$ cat src/sv/hsps_pkg.sv
// hsps_pkg: shared types, syntax step codes and field tables for the SPS parser.
// No dependencies.
`default_nettype none
package hsps_pkg;

   typedef enum logic [5:0] {
      S_HDR, S_PROF, S_CONS, S_LEVEL, S_SPSID, S_CHROMA, S_SEP, S_BITL, S_BITC,
      S_QP, S_SMP, S_SLF, S_LOG2FN, S_POCT, S_POCLSB, S_DPOAZ, S_ONRP, S_OTTB,
      S_NREF, S_OFF, S_MAXREF, S_GAPS, S_WMB, S_HMB, S_FMO, S_MBAFF, S_D8,
      S_CROPF, S_CL, S_CR, S_CT, S_CB, S_VUIF, S_ARP, S_ARIDC, S_SARW, S_SARH,
      S_OVP, S_OVA, S_VST, S_VF, S_CDP, S_COL, S_CLOC, S_CLT, S_CLB, S_TIM,
      S_NUIT, S_TS, S_FIX, S_NALHRD, S_VCLHRD, S_LDH, S_PSP, S_BSR, S_MVOPB,
      S_BRUE, S_DONE
   } step_type;

   typedef enum logic [2:0] {
      CS_IDLE, CS_FEED, CS_DRAIN, CS_DIV, CS_EMIT
   } state_type;

   typedef enum logic [2:0] {
      OP_NONE, OP_TAKE, OP_FEED, OP_DRAIN, OP_DIV, OP_EMIT
   } op_type;

   localparam logic [1:0] ST_OK       = 2'd0;
   localparam logic [1:0] ST_NOT_SPS  = 2'd1;
   localparam logic [1:0] ST_UNPARSED = 2'd2;

   localparam logic [4:0] NAL_TYPE_SPS = 5'h7;

   typedef struct packed {
      logic [7:0] data_byte;
      logic       last_byte;
   } req_type;

   typedef struct packed {
      logic [1:0]  status;
      logic [7:0]  profile;
      logic [7:0]  level;
      logic [31:0] width;
      logic [31:0] height;
      logic [31:0] fps;
   } rsp_type;

   typedef struct packed {
      op_type op;
   } cmd_type;

   typedef struct packed {
      logic feed_empty;
      logic end_flag;
      logic parse_done;
      logic div_busy;
      logic out_free;
   } sts_type;

   // field length of each step; zero marks an Exp-Golomb code
   function automatic logic [5:0] step_bits(step_type s);
      logic [5:0] b;
      case (s)
         S_HDR, S_PROF, S_CONS, S_LEVEL, S_ARIDC: b = 6'd8;
         S_SARW, S_SARH:                          b = 6'd16;
         S_VF:                                    b = 6'd4;
         S_COL:                                   b = 6'd24;
         S_NUIT, S_TS:                            b = 6'd32;
         S_SEP, S_QP, S_SMP, S_SLF, S_DPOAZ, S_GAPS, S_FMO, S_MBAFF, S_D8,
         S_CROPF, S_VUIF, S_ARP, S_OVP, S_OVA, S_VST, S_CDP, S_CLOC, S_TIM,
         S_FIX, S_NALHRD, S_VCLHRD, S_LDH, S_PSP, S_BSR:
                                                  b = 6'd1;
         default:                                 b = 6'd0;
      endcase
      return b;
   endfunction

   function automatic logic high_profile(logic [7:0] p);
      return p inside {8'd100, 8'd110, 8'd122, 8'd244, 8'd44, 8'd83, 8'd86,
                       8'd118, 8'd128, 8'd138, 8'd139, 8'd134, 8'd135};
   endfunction

endpackage
`default_nettype wire

$ cat src/sv/hsps_ctrl.sv
// hsps_ctrl: sequencing state machine for the SPS parser.
// Depends on hsps_pkg.
`default_nettype none
module hsps_ctrl
   import hsps_pkg::*;
(
   input  wire logic    clock,
   input  wire logic    reset,
   input  wire logic    req_valid,
   output logic         req_stall,
   input  wire sts_type sts,
   output cmd_type      cmd
);

   state_type state_ff, state_in;

   always_ff @(posedge clock) begin
      if (reset) begin
         state_ff <= CS_IDLE;
      end else begin
         state_ff <= state_in;
      end
   end

   always_comb begin
      state_in = state_ff;
      case (state_ff)
         CS_IDLE:  if (req_valid) state_in = CS_FEED;
         CS_FEED:  if (sts.feed_empty) state_in = sts.end_flag ? CS_DRAIN : CS_IDLE;
         CS_DRAIN: if (sts.parse_done) state_in = sts.div_busy ? CS_DIV : CS_EMIT;
         CS_DIV:   if (!sts.div_busy) state_in = CS_EMIT;
         CS_EMIT:  if (sts.out_free) state_in = CS_IDLE;
         default:  state_in = CS_IDLE;
      endcase
   end

   always_comb begin
      req_stall = 1'b1;
      cmd.op    = OP_NONE;
      case (state_ff)
         CS_IDLE: begin
            req_stall = 1'b0;
            if (req_valid) cmd.op = OP_TAKE;
         end
         CS_FEED:  cmd.op = OP_FEED;
         CS_DRAIN: cmd.op = OP_DRAIN;
         CS_DIV:   cmd.op = OP_DIV;
         CS_EMIT:  if (sts.out_free) cmd.op = OP_EMIT;
         default:  cmd.op = OP_NONE;
      endcase
   end

endmodule
`default_nettype wire

$ cat src/sv/hsps_dp.sv
// hsps_dp: start-code buffer, bit reader, Exp-Golomb decoder, SPS field
// registers, serial divider and result register. Depends on hsps_pkg.
`default_nettype none
module hsps_dp
   import hsps_pkg::*;
#(
   parameter int MAX_LEADING_ZEROS = 32
)(
   input  wire logic    clock,
   input  wire logic    reset,
   input  wire cmd_type cmd,
   input  wire req_type req_data,
   output sts_type      sts,
   output logic         rsp_valid,
   input  wire logic    rsp_stall,
   output rsp_type      rsp_data
);

   localparam int LZ_W = $clog2(MAX_LEADING_ZEROS + 1);
   localparam logic [LZ_W-1:0] LZ_MAX = LZ_W'(MAX_LEADING_ZEROS);

   logic [31:0] prefix_ff, prefix_in;
   logic [2:0]  count_ff, count_in;
   logic [39:0] fbuf_ff, fbuf_in;
   logic [5:0]  fbits_ff, fbits_in;
   logic        fend_ff, fend_in;
   step_type    step_ff, step_in;
   logic [LZ_W-1:0] lz_ff, lz_in;
   logic [31:0] acc_ff, acc_in;
   logic [5:0]  left_ff, left_in;
   logic        suffix_ff, suffix_in;
   logic        pend_ff, pend_in;
   logic [31:0] value_ff, value_in;
   logic [31:0] lc_ff, lc_in;
   logic [1:0]  chroma_ff, chroma_in;
   logic        frame_ff, frame_in;
   logic [7:0]  profile_ff, profile_in;
   logic [7:0]  level_ff, level_in;
   logic [31:0] width_ff, width_in;
   logic [31:0] height_ff, height_in;
   logic [31:0] tick_ff, tick_in;
   logic [31:0] tscale_ff, tscale_in;
   logic [31:0] fps_ff, fps_in;
   logic [1:0]  status_ff, status_in;
   logic [31:0] divq_ff, divq_in;
   logic [31:0] divr_ff, divr_in;
   logic [5:0]  divcnt_ff, divcnt_in;
   logic        fix_ff, fix_in;
   logic        rvalid_ff, rvalid_in;
   rsp_type     rsp_ff, rsp_in;

   logic        out_free;
   logic        clear;
   logic        do_bit, at_end, bit_val, do_apply;
   logic [31:0] acc_new, mask, v, sum;
   logic [5:0]  bl;
   logic [31:0] pre_new;
   logic [2:0]  cnt_new;
   logic [32:0] rem_sh, diff;
   logic [31:0] q_new;
   logic [1:0]  crop_sh;
   step_type    n;

   assign out_free = !rvalid_ff || !rsp_stall;
   assign clear    = (cmd.op == OP_EMIT);

   always_comb begin
      prefix_in = prefix_ff;  count_in = count_ff;  fbuf_in = fbuf_ff;
      fbits_in = fbits_ff;    fend_in = fend_ff;    step_in = step_ff;
      lz_in = lz_ff;          acc_in = acc_ff;      left_in = left_ff;
      suffix_in = suffix_ff;  pend_in = pend_ff;    value_in = value_ff;
      lc_in = lc_ff;          chroma_in = chroma_ff; frame_in = frame_ff;
      profile_in = profile_ff; level_in = level_ff; width_in = width_ff;
      height_in = height_ff;  tick_in = tick_ff;    tscale_in = tscale_ff;
      fps_in = fps_ff;        status_in = status_ff; divq_in = divq_ff;
      divr_in = divr_ff;      divcnt_in = divcnt_ff; fix_in = fix_ff;
      do_bit = 1'b0; at_end = 1'b0; bit_val = 1'b0; do_apply = 1'b0;
      acc_new = 32'd0; mask = 32'd0; v = value_ff; sum = 32'd0; bl = 6'd0;
      pre_new = {prefix_ff[23:0], req_data.data_byte};
      cnt_new = count_ff + 3'd1;
      rem_sh = {divr_ff, divq_ff[31]};
      diff = rem_sh - {1'b0, tick_ff};
      q_new = {divq_ff[30:0], !diff[32]};
      crop_sh = 2'd0;
      n = S_DONE;

      case (cmd.op)
         OP_TAKE: begin
            if (count_ff < 3'd4) begin
               prefix_in = pre_new;
               count_in  = cnt_new;
               fend_in   = req_data.last_byte;
               fbits_in  = req_data.last_byte ? {cnt_new, 3'b000} : 6'd0;
               case (cnt_new)
                  3'd1:    fbuf_in = {pre_new[7:0], 32'd0};
                  3'd2:    fbuf_in = {pre_new[15:0], 24'd0};
                  3'd3:    fbuf_in = {pre_new[23:0], 16'd0};
                  default: fbuf_in = {pre_new, 8'd0};
               endcase
            end else if (count_ff == 3'd4) begin
               count_in = 3'd5;
               fend_in  = req_data.last_byte;
               if (prefix_ff == 32'h0000_0001) begin
                  fbuf_in  = {req_data.data_byte, 32'd0};
                  fbits_in = 6'd8;
               end else if (prefix_ff[31:8] == 24'h00_0001) begin
                  fbuf_in  = {prefix_ff[7:0], req_data.data_byte, 24'd0};
                  fbits_in = 6'd16;
               end else begin
                  fbuf_in  = {prefix_ff, req_data.data_byte};
                  fbits_in = 6'd40;
               end
            end else begin
               fbuf_in  = {req_data.data_byte, 32'd0};
               fbits_in = 6'd8;
               fend_in  = req_data.last_byte;
            end
         end
         OP_FEED: begin
            if (pend_ff) begin
               do_apply = 1'b1;
            end else if (fbits_ff != 6'd0) begin
               do_bit   = 1'b1;
               bit_val  = fbuf_ff[39];
               at_end   = fend_ff && (fbits_ff == 6'd1);
               fbuf_in  = {fbuf_ff[38:0], 1'b0};
               fbits_in = fbits_ff - 6'd1;
            end
         end
         OP_DRAIN: begin
            if (pend_ff) begin
               do_apply = 1'b1;
            end else if (step_ff != S_DONE) begin
               if (step_ff == S_OFF && !suffix_ff && lz_ff == '0) begin
                  // offset loop has no data left: skip remaining iterations
                  step_in   = S_MAXREF;
                  acc_in    = 32'd0;
                  lz_in     = '0;
                  suffix_in = 1'b0;
                  left_in   = step_bits(S_MAXREF);
               end else begin
                  do_bit = 1'b1;
                  at_end = 1'b1;
               end
            end
         end
         OP_DIV: begin
            if (divcnt_ff != 6'd0) begin
               divq_in   = q_new;
               divr_in   = diff[32] ? rem_sh[31:0] : diff[31:0];
               divcnt_in = divcnt_ff - 6'd1;
               if (divcnt_ff == 6'd1) fps_in = fix_ff ? {1'b0, q_new[31:1]} : q_new;
            end
         end
         default: ;
      endcase

      // one header bit
      if (do_bit && step_ff != S_DONE) begin
         if (step_bits(step_ff) != 6'd0 || suffix_ff) begin
            acc_new = {acc_ff[30:0], bit_val};
            acc_in  = acc_new;
            bl      = left_ff - {5'd0, left_ff != 6'd0};
            left_in = bl;
            if (bl == 6'd0) begin
               mask     = 32'((33'd1 << lz_ff) - 33'd1);
               value_in = suffix_ff ? mask + acc_new : acc_new;
               pend_in  = 1'b1;
            end
         end else if (!bit_val && !at_end && lz_ff < LZ_MAX) begin
            lz_in = lz_ff + 1'b1;
         end else if (lz_ff == '0) begin
            value_in = 32'd0;
            pend_in  = 1'b1;
         end else begin
            suffix_in = 1'b1;
            acc_in    = 32'd0;
            left_in   = 6'(lz_ff);
         end
      end

      // act on a completed field
      if (do_apply) begin
         pend_in = 1'b0;
         sum     = lc_ff + v;
         case (step_ff)
            S_HDR: begin
               if (v[4:0] != NAL_TYPE_SPS) status_in = ST_NOT_SPS;
               else n = S_PROF;
            end
            S_PROF:   begin profile_in = v[7:0]; n = S_CONS; end
            S_CONS:   n = S_LEVEL;
            S_LEVEL:  begin level_in = v[7:0]; n = S_SPSID; end
            S_SPSID:  n = high_profile(profile_ff) ? S_CHROMA : S_LOG2FN;
            S_CHROMA: begin
               // formats above 3 behave like 0 for cropping
               chroma_in = (v > 32'd3) ? 2'd0 : v[1:0];
               n = (v == 32'd3) ? S_SEP : S_BITL;
            end
            S_SEP:    n = S_BITL;
            S_BITL:   n = S_BITC;
            S_BITC:   n = S_QP;
            S_QP:     n = S_SMP;
            S_SMP:    begin lc_in = 32'd0; n = (v != 32'd0) ? S_SLF : S_LOG2FN; end
            S_SLF: begin
               if (v != 32'd0) status_in = ST_UNPARSED;
               lc_in = lc_ff + 32'd1;
               n = ((lc_ff + 32'd1) >= ((chroma_ff == 2'd3) ? 32'd12 : 32'd8))
                   ? S_LOG2FN : S_SLF;
            end
            S_LOG2FN: n = S_POCT;
            S_POCT:   n = (v == 32'd0) ? S_POCLSB : (v == 32'd1) ? S_DPOAZ : S_MAXREF;
            S_POCLSB: n = S_MAXREF;
            S_DPOAZ:  n = S_ONRP;
            S_ONRP:   n = S_OTTB;
            S_OTTB:   n = S_NREF;
            S_NREF:   begin lc_in = v; n = (v != 32'd0) ? S_OFF : S_MAXREF; end
            S_OFF: begin
               lc_in = lc_ff - 32'd1;
               n = (lc_ff != 32'd1) ? S_OFF : S_MAXREF;
            end
            S_MAXREF: n = S_GAPS;
            S_GAPS:   n = S_WMB;
            S_WMB:    begin width_in = (v + 32'd1) << 4; n = S_HMB; end
            S_HMB:    begin lc_in = v + 32'd1; n = S_FMO; end
            S_FMO: begin
               frame_in  = v[0];
               height_in = v[0] ? (lc_ff << 4) : (lc_ff << 5);
               n = v[0] ? S_D8 : S_MBAFF;
            end
            S_MBAFF:  n = S_D8;
            S_D8:     n = S_CROPF;
            S_CROPF:  n = (v != 32'd0) ? S_CL : S_VUIF;
            S_CL:     begin lc_in = v; n = S_CR; end
            S_CR: begin
               crop_sh  = {1'b0, chroma_ff == 2'd1 || chroma_ff == 2'd2};
               width_in = width_ff - (sum << crop_sh);
               n = S_CT;
            end
            S_CT:     begin lc_in = v; n = S_CB; end
            S_CB: begin
               crop_sh   = 2'({1'b0, !frame_ff}) + 2'({1'b0, chroma_ff == 2'd1});
               height_in = height_ff - (sum << crop_sh);
               n = S_VUIF;
            end
            S_VUIF:   n = (v != 32'd0) ? S_ARP : S_DONE;
            S_ARP:    n = (v != 32'd0) ? S_ARIDC : S_OVP;
            S_ARIDC:  n = (v == 32'd255) ? S_SARW : S_OVP;
            S_SARW:   n = S_SARH;
            S_SARH:   n = S_OVP;
            S_OVP:    n = (v != 32'd0) ? S_OVA : S_VST;
            S_OVA:    n = S_VST;
            S_VST:    n = (v != 32'd0) ? S_VF : S_CLOC;
            S_VF:     n = S_CDP;
            S_CDP:    n = (v != 32'd0) ? S_COL : S_CLOC;
            S_COL:    n = S_CLOC;
            S_CLOC:   n = (v != 32'd0) ? S_CLT : S_TIM;
            S_CLT:    n = S_CLB;
            S_CLB:    n = S_TIM;
            S_TIM:    n = (v != 32'd0) ? S_NUIT : S_NALHRD;
            S_NUIT:   begin tick_in = v; n = S_TS; end
            S_TS:     begin tscale_in = v; n = S_FIX; end
            S_FIX: begin
               // division runs after the parse completes
               fps_in = 32'd0;
               fix_in = v[0];
               if (tick_ff != 32'd0) begin
                  divq_in   = tscale_ff;
                  divr_in   = 32'd0;
                  divcnt_in = 6'd32;
               end
               n = S_NALHRD;
            end
            S_NALHRD: begin
               lc_in = v;
               if (v != 32'd0) status_in = ST_UNPARSED;
               n = S_VCLHRD;
            end
            S_VCLHRD: begin
               if (v != 32'd0) status_in = ST_UNPARSED;
               n = (lc_ff != 32'd0 || v != 32'd0) ? S_LDH : S_PSP;
            end
            S_LDH:    n = S_PSP;
            S_PSP:    n = S_BSR;
            S_BSR:    n = (v != 32'd0) ? S_MVOPB : S_DONE;
            S_MVOPB:  begin lc_in = 32'd0; n = S_BRUE; end
            S_BRUE: begin
               lc_in = lc_ff + 32'd1;
               n = ((lc_ff + 32'd1) >= 32'd6) ? S_DONE : S_BRUE;
            end
            default:  n = S_DONE;
         endcase
         step_in   = n;
         acc_in    = 32'd0;
         lz_in     = '0;
         suffix_in = 1'b0;
         left_in   = step_bits(n);
      end
   end

   always_comb begin
      rsp_in    = rsp_ff;
      rvalid_in = rvalid_ff && rsp_stall;
      if (clear) begin
         rvalid_in      = 1'b1;
         rsp_in.status  = status_ff;
         rsp_in.profile = (status_ff == ST_NOT_SPS) ? 8'd0  : profile_ff;
         rsp_in.level   = (status_ff == ST_NOT_SPS) ? 8'd0  : level_ff;
         rsp_in.width   = (status_ff == ST_NOT_SPS) ? 32'd0 : width_ff;
         rsp_in.height  = (status_ff == ST_NOT_SPS) ? 32'd0 : height_ff;
         rsp_in.fps     = (status_ff == ST_NOT_SPS) ? 32'd0 : fps_ff;
      end
   end

   always_ff @(posedge clock) begin
      if (reset || clear) begin
         prefix_ff <= 32'd0;  count_ff <= 3'd0;   fbits_ff <= 6'd0;
         fend_ff <= 1'b0;     step_ff <= S_HDR;   lz_ff <= '0;
         acc_ff <= 32'd0;     left_ff <= step_bits(S_HDR);
         suffix_ff <= 1'b0;   pend_ff <= 1'b0;    lc_ff <= 32'd0;
         chroma_ff <= 2'd1;   frame_ff <= 1'b0;   profile_ff <= 8'd0;
         level_ff <= 8'd0;    width_ff <= 32'd0;  height_ff <= 32'd0;
         tick_ff <= 32'd0;    tscale_ff <= 32'd0; fps_ff <= 32'd0;
         status_ff <= ST_OK;  divcnt_ff <= 6'd0;  fix_ff <= 1'b0;
      end else begin
         prefix_ff <= prefix_in;  count_ff <= count_in;   fbits_ff <= fbits_in;
         fend_ff <= fend_in;      step_ff <= step_in;     lz_ff <= lz_in;
         acc_ff <= acc_in;        left_ff <= left_in;     suffix_ff <= suffix_in;
         pend_ff <= pend_in;      lc_ff <= lc_in;         chroma_ff <= chroma_in;
         frame_ff <= frame_in;    profile_ff <= profile_in; level_ff <= level_in;
         width_ff <= width_in;    height_ff <= height_in; tick_ff <= tick_in;
         tscale_ff <= tscale_in;  fps_ff <= fps_in;       status_ff <= status_in;
         divcnt_ff <= divcnt_in;  fix_ff <= fix_in;
      end
   end

   always_ff @(posedge clock) begin
      if (reset) begin
         rvalid_ff <= 1'b0;
      end else begin
         rvalid_ff <= rvalid_in;
      end
   end

   always_ff @(posedge clock) begin
      fbuf_ff  <= fbuf_in;
      value_ff <= value_in;
      divq_ff  <= divq_in;
      divr_ff  <= divr_in;
      rsp_ff   <= rsp_in;
   end

   assign sts.feed_empty = (fbits_ff == 6'd0) && !pend_ff;
   assign sts.end_flag   = fend_ff;
   assign sts.parse_done = (step_ff == S_DONE) && !pend_ff;
   assign sts.div_busy   = (divcnt_ff != 6'd0);
   assign sts.out_free   = out_free;
   assign rsp_valid      = rvalid_ff;
   assign rsp_data       = rsp_ff;

endmodule
`default_nettype wire

$ cat src/sv/h264_sps_header_parser.sv
// h264_sps_header_parser: top level of the H.264 SPS header parser.
// Depends on hsps_pkg, hsps_ctrl and hsps_dp.
//
// One NAL unit arrives a byte per transfer on req_, last byte flagged. A
// leading 00 00 01 or 00 00 00 01 start code is dropped once the unit is
// longer than four bytes (the first four bytes are held until the fifth
// arrives). Header bits are read MSB first, one bit per clock, through the
// SPS syntax including Exp-Golomb ue/se codes, the high-profile branch, POC
// types, cropping and VUI timing; the reader pauses while a byte is taken
// and while a completed field updates the field registers, and the fifth
// byte feeds up to 40 buffered bits. After the last byte the reader runs on
// zero bits until the syntax ends, then, if timing info was present with a
// non-zero tick, a restoring divider yields time_scale / num_units_in_tick.
// One transfer on rsp_ then carries status, profile, level, cropped size
// and fps. The result sits in an output register, so the next unit can
// stream in while it waits to be taken. Emulation-prevention bytes are not
// removed, and scaling-list or HRD contents are not parsed (status 2 flags
// them).
`default_nettype none
module h264_sps_header_parser
   import hsps_pkg::*;
#(
   parameter int MAX_LEADING_ZEROS = 32
)(
   input  wire logic    clock,
   input  wire logic    reset,
   input  wire logic    req_valid,
   output logic         req_stall,
   input  wire req_type req_data,
   output logic         rsp_valid,
   input  wire logic    rsp_stall,
   output rsp_type      rsp_data
);

   cmd_type cmd;
   sts_type sts;

   // control: take byte, feed bits, drain, divide, emit
   hsps_ctrl u_ctrl (
      .clock     (clock),
      .reset     (reset),
      .req_valid (req_valid),
      .req_stall (req_stall),
      .sts       (sts),
      .cmd       (cmd)
   );

   // all parsing state, the divider and the result register
   hsps_dp #(
      .MAX_LEADING_ZEROS (MAX_LEADING_ZEROS)
   ) u_dp (
      .clock     (clock),
      .reset     (reset),
      .cmd       (cmd),
      .req_data  (req_data),
      .sts       (sts),
      .rsp_valid (rsp_valid),
      .rsp_stall (rsp_stall),
      .rsp_data  (rsp_data)
   );

`ifndef SYNTHESIS
   // an accepted byte always starts a load of the bit buffer
   a_take: assert property (@(posedge clock) disable iff (reset)
      (req_valid && !req_stall) |-> (cmd.op == OP_TAKE))
      else $error("byte accepted without load");

   // a result is only written when the output register is free
   a_emit_free: assert property (@(posedge clock) disable iff (reset)
      (cmd.op == OP_EMIT) |-> sts.out_free)
      else $error("result written over a pending one");

   // a written result shows up on the next cycle
   a_emit_valid: assert property (@(posedge clock) disable iff (reset)
      (cmd.op == OP_EMIT) |=> rsp_valid)
      else $error("result lost");

   // non-SPS results carry zero fields
   a_not_sps: assert property (@(posedge clock) disable iff (reset)
      (rsp_valid && rsp_data.status == ST_NOT_SPS) |->
      (rsp_data.width == 32'd0 && rsp_data.fps == 32'd0 && rsp_data.profile == 8'd0))
      else $error("non-SPS result has fields");
`endif

endmodule
`default_nettype wire
$ cat config.mk
export PLATFORM = sky130hd
export DESIGN_NAME = h264_sps_header_parser
export DESIGN_NICKNAME = d
export VERILOG_FILES = /design/src/sv/hsps_pkg.sv /design/src/sv/hsps_ctrl.sv /design/src/sv/hsps_dp.sv /design/src/sv/h264_sps_header_parser.sv
export SDC_FILE = /design/constraint.sdc
export NUM_CORES = 2
export LEC_CHECK = 0
export BUFFER_PORTS_ARGS = -buffer_cell sky130_fd_sc_hd__buf_2
export CORE_MARGIN = 10
export CORE_UTILIZATION = 35
export CTS_CLUSTER_DIAMETER = 200
export DETAILED_ROUTE_END_ITERATION = 16
export SLEW_MARGIN = 10
export SYNTH_ARGS = -nofsm -noshare
export SYNTH_HDL_FRONTEND = slang
export SYNTH_SLANG_ARGS = --single-unit
export TNS_END_PERCENT = 20
$ cat constraint.sdc
create_clock -name clock -period 18.5 [get_ports clock]
set_input_delay 3.7 -clock clock [delete_from_list [all_inputs] [get_ports clock]]
set_output_delay 3.7 -clock clock [all_outputs]
set_load 0.03 [all_outputs]
Yosys cells after proc, flatten, opt, wreduce, memory -nomap -nowiden
Memories as Yosys holds them, arrays and structs flattened. A register that Yosys moved wholly into a read port is not among the register bits. Cells that the tools add are included.

Register bits: 568. Memory bits (read-only): 640. Input bits: 13. Memories kept: 2.

Memories: (name not given) (depth 64, width 5, rd ports 1, clocked after Yosys merged registers in 1, wr ports 0, line hsps_pkg.sv:59) `case (s)`; (name not given) (depth 64, width 5, rd ports 1, clocked after Yosys merged registers in 0, wr ports 0, line hsps_pkg.sv:59).

Add/subtract/negate cells: 15. Order comparisons: 5. Equality and inequality tests: 109. Shift-type cells: 3. Multiplexer cells: 149. Reduce and logical (&&, ||, !) cells: 69.

Operators with widths (number): 32-bit 2-to-1 mux (31); 6-bit one-hot mux with 57 select lines (1); 40-bit 2-to-1 mux (6); 6-bit 2-to-1 mux (40); 32-bit one-hot mux with 5 select lines (1); 6-bit equality test (second input constant) (26); 32-bit one-hot mux with 2 select lines (2); 40-bit one-hot mux with 3 select lines (1); 6-bit by 5-bit equality test with 1-bit output (second input constant) (16); 32-bit nonzero test (3); 40-bit one-hot mux with 2 select lines (1); 32-bit by 1-bit adder with 32-bit output (second input constant) (2); 32-bit adder (2); 32-bit by 1-bit equality test with 1-bit output (second input constant) (2); 32-bit by 1-bit subtractor with 32-bit output (second input constant) (2); 32-bit subtractor (2); 6-bit by 4-bit equality test with 1-bit output (second input constant) (8); 8-bit by 7-bit equality test with 1-bit output (second input constant) (6); 8-bit equality test (second input constant) (6); 3-bit 2-to-1 mux (16); 33-bit by 32-bit subtractor with 33-bit output (1); 32-bit by 2-bit equality test with 1-bit output (second input constant) (1); 32-bit by 8-bit equality test with 1-bit output (second input constant) (1); 32-bit by 3-bit >= comparator with 1-bit output (second input constant) (1); 52 further kinds (172).

Longest topological paths before layout
Word-level depth: 14. Gate-level depth with buffers: 26. Depth with buffers taken out: 26.

Cells and area by module
A second synthesis with hierarchy kept.

Cells, all modules: 4786. Area, all modules: 37938.9 sq um.

Modules (own cells, without submodules): hsps_dp (instances 1, cells an instance 4755, area each 37667.4 sq um, seq. area each 13252.7 sq um); hsps_ctrl (instances 1, cells an instance 31, area each 271.5 sq um, seq. area each 60.1 sq um).

Least setup slack after synthesis
OpenSTA, ideal clock, no wires.

Kind: input to register. Start point: input rsp_stall. End point: register (tool-made name). Library setup time: 0.078 ns. Data arrival time: 11.367 ns. Required time: 18.422 ns. Setup slack: 7.055 ns. Stages on the path: 7. Cells stage by stage: a21oi_1 -> nor2_1 -> o21ai_0 -> nor2_1 -> or4b_2 -> o211a_1 -> a32oi_1.

RTL lines: start, declared (line h264_sps_header_parser.sv:31) `input wire logic rsp_stall,`.

Worst setup path after layout
Start point: register u_dp.value_ff[0], in the netlist u_dp.v[0]. End point: register u_dp.height_ff[31].

Longest elaborated chain between the ends: 4. Elaborated cells between the ends (all ways): 5. Those cells by class: add/sub (2); shift (1); mux (2).

Ends and longest elaborated chain: start, declared (line hsps_dp.sv:33) `logic [31:0] value_ff, value_in;`; start signal, assigned (line hsps_dp.sv:347) `value_ff <= value_in;`; 32-bit adder (line hsps_dp.sv:185) `sum = lc_ff + v;`; 32-bit by 2-bit << shifter with 32-bit output (line hsps_dp.sv:243) `height_in = height_ff - (sum << crop_sh);`; 32-bit subtractor (line hsps_dp.sv:243); 32-bit one-hot mux with 2 select lines * (line hsps_dp.sv:186) `case (step_ff)`; end signal, assigned (line hsps_dp.sv:331) `width_ff <= width_in; height_ff <= height_in; tick_ff <= tick_in;`; end, declared (line hsps_dp.sv:40) `logic [31:0] height_ff, height_in;`.

Every way passes the cells marked *; elsewhere a longest branch is shown, timed or not. A chain may end at the register's enable or synchronous reset.

==> flow_metrics.tcl <==
set metrics [dict create \
    gp_congestion 0.953 \
    drc 0 \
    cts_buffer_depth 3 \
    io_buffers 128 \
    worst_hold_path_type "reg2reg" \
    viasPerCell 5.64 \
    avgSynthCellArea_um2 8.09 \
    peakVddDrop_mv 0.0870 \
    grt_start_max_net_pins 113 \
    run_status "finished clean" \
    crit_arrival_ns 7.13 \
    min_from "u_dp.fps_ff[31]" \
    switching_share 0.289 \
    core.rowCount 120 \
    synth_edf_count 186 \
    synth_nets 4885 \
    drt_wl_total_um 120000 \
    rsz0062_at_grt "no" \
    gr-usage-all-layers 0.191 \
    clockRootBuffer "clkbuf_16" \
    yosys.cell_types.count 92 \
    nets 4848 \
    cts_hold_buf 0 \
    fin_skew_ns 0.0399 \
    reg2reg_from "u_dp.v[0]" \
    die-area_um2 121000 \
    drt_pass1_iterations 9 \
    fin_hold_ws_ns 0.467 \
    ioPinCount 129 \
    clock_latency_ns 0.66 \
    cts_resized 0 \
    synth_cells 4652 \
    required_ns 18.97 \
    synth_area_leader_cell "dfxtp_1" \
    rr_worst_depth 25 \
    synth-main-ff-cell "dfxtp_1" \
    cellPowerDensity_nw_per_um2 78.7 \
    cp-end-kind "flop" \
    yosys_register_bits 572 \
    setup_tns_ns 0 \
    start_util 0.352 \
    maxCapViolCount 0 \
    core_um2 107000 \
    synth_seq_area_share 0.354 \
    layout_commonest_cell "nor2_1" \
    setup_violations 0 \
    hold_path_depth 2 \
    dp_hpwl_um 84200 \
    grt_pass1_vias 32300 \
    drv_slew 0 \
    worstMarginPinSlew_ns 1.22 \
    final_cell_mix "nor2_1, nand2_1, a21oi_1, dfxtp_1, o21ai_0" \
    critPathLaunchType "flop" \
    synth_area_leaders "dfxtp_1, edfxtp_1, ha_1, nor2_1, a21oi_1" \
    yosysTopAreaCellShare 0.205 \
    areaGrowthSynthToFinish_pct 11.2 \
    die_h_um 348 \
    crit_path_max_fanout 9 \
    vias 34300 \
    seq_power_share 0.436 \
    initialDrtViolationCount 3297 \
    cts_sinks 572 \
    min_period_ns 6.66 \
    power_frac_clock 0.428 \
    die-width_um 348 \
    ant_nets 0 \
    grt_overflow_total 0 \
    slew_headroom 0.188 \
    htree_levels 3 \
    min_period_over_period 0.360 \
    r2r-end "u_dp.height_ff[31]" \
    fmax_mhz 150 \
    wire_per_inst_um 19.8 \
    whs_endpoint "u_dp.fps_ff[31]" \
    hold_viol_final 0 \
    path_clk_slew_ns 0.07 \
    reg2reg_slack_ns 11.84 \
    internal_power_mw 2.34 \
    yosysWarningCount 0 \
    cts_setup_buffers 0 \
    synth_area_um2 37600 \
    leakagePower_nw 16.3 \
    fillerInstances 11000 \
    async_reset_ff_frac 0 \
    combPwrFrac 0.136 \
    drive_above_1_share 0.0843 \
    grt_first_pass_wirelength_um 188000 \
    power_switching_mw 0.950 \
    crit_type "reg2reg" \
    cts_buffers 71 \
    antenna_found_initial 8 \
    cts_tree "built" \
]
## how the worst max path moves through the flow
| stage | to | slack [ns] | from |
|---|---|---|---|
| floorplan | flop | 7.06 | rsp_stall |
| detailed placement | u_dp.width_ff[28] | 11.88 | rsp_stall |
| CTS | u_dp.width_ff[30] | 11.93 | u_dp.v[0] |
| global placement | u_dp.width_ff[28] | 11.92 | rsp_stall |
| finish | u_dp.height_ff[31] | 11.84 | u_dp.v[0] |
| global route | u_dp.width_ff[30] | 11.29 | u_dp.v[0] |
## routing by layer
layer  vias to the layer above  track usage  routed length (um)
met5                         -            0                  60
met4                         8       0.0771                5140
met3                       296       0.0340                8510
met2                      1205        0.306               54000
met1                     16200        0.251               52700
li1                      16600            -                   -
## state kept, by name (all words and copies together) (netlist names), 8 cells and up, named ones only
signal and cells:
u_dp.level_ff 8, u_dp.width_ff 32, u_dp.divr_ff 32, u_dp.profile_ff 8, u_dp.tscale_ff 32, u_dp.tick_ff 32
u_dp.prefix_ff 32, u_dp.rsp_data 114, u_dp.fps_ff 32, u_dp.lc_ff 32, u_dp.acc_ff 31, u_dp.v 32
u_dp.divq_ff 32, u_dp.fbuf_ff 40, u_dp.height_ff 32
## synthesized netlist by cell type, types with 13 or more instances
library cell and number:
a222oi_1 18, o31ai_1 31, and4_1 15, nand4_1 37, a21oi_1 388, nand2_1 491
a221oi_1 43, nand2b_1 42, or2_2 13, buf_1 19, o221ai_1 30, xnor2_1 130
or3_1 25, buf_2 13, a22oi_1 44, a211oi_1 78, nor4_1 49, nor3_1 101
o21bai_1 18, nor2b_1 32, clkbuf_1 280, edfxtp_1 186, inv_1 217, a31oi_1 67
o21ai_0 266, o21a_1 28, o211ai_1 22, a21o_1 73, nand3_1 114, nor2_1 546
mux2i_1 163, dfxtp_1 386, and2_1 137, xor2_1 77, ha_1 215, and3_1 34
o22ai_1 19
## per-stage QoR
stage,setup slack (ns),cell area (um2),power [mW],cells,util
6_report,11.84,41800,3.29,6077,0.391
5_1_grt,11.29,41800,3.44,6075,0.391
4_1_cts,11.93,41800,3.33,6075,0.391
3_5_place_dp,11.88,39500,1.91,5945,0.369
3_3_place_gp,11.92,39500,1.90,5945,0.369
2_1_floorplan,7.06,37600,1.79,4652,-
## power by group through the flow
stage | Clock, mW | Sequential [mW] | Combinational [mW]
after floorplan | 0 | 1.46 | 0.331
after global placement | 0 | 1.46 | 0.442
after detailed placement | 0 | 1.46 | 0.447
after CTS | 1.44 | 1.44 | 0.449
after global routing | 1.49 | 1.45 | 0.505
final | 1.41 | 1.44 | 0.447
## worst max-delay path, cell delays in order, from the launching register on
cell	delay, ns
edfxtp_1	0.61
ha_1	0.37
fa_1	0.44
a211oi_1	0.31
o21ai_0	0.23
nand4_1	0.15
a311oi_1	0.17
o31ai_1	0.37
nand2_1	0.14
a21o_1	0.19
a21oi_1	0.18
xnor2_1	0.23
nand2_1	0.14
a31o_2	0.28
ha_1	0.32
or3_1	0.35
o21ai_0	0.14
a31o_2	0.17
a2bb2oi_1	0.15
o31ai_1	0.11
o41ai_1	0.36
o21ai_0	0.21
o41ai_1	0.35
xnor2_1	0.19
mux2i_1	0.22
o22ai_1	0.10
## cells by family (layout without fill, tap and decap cells)
logic type,Yosys count,after routing,synth area share
muxes,172,172,0.0467
adders and majority gates,220,220,0.0742
buffers and inverters,538,558,0.0547
other,0,2,0
DFF,572,572,0.354
and+or+nand+nor,1694,1694,0.211
AOI/OAI and AO/OA,1249,1249,0.211
xor gates and xnor gates,207,207,0.0482
## cell type report
cell class | count | area, um2 | share of cell area
sequential | 572 | 13300 | 0.318
multi-input combinational | 3542 | 22300 | 0.534
inverter | 220 | 826 | 0.0197
clock buffer | 89 | 1920 | 0.0458
antenna | 2 | 5.00 | 0.000120
timing repair buffer | 208 | 1240 | 0.0297
clock inverter | 41 | 440 | 0.0105
tap | 1403 | 1760 | 0.0420
Note: power is estimated with default switching activity, not from simulation.
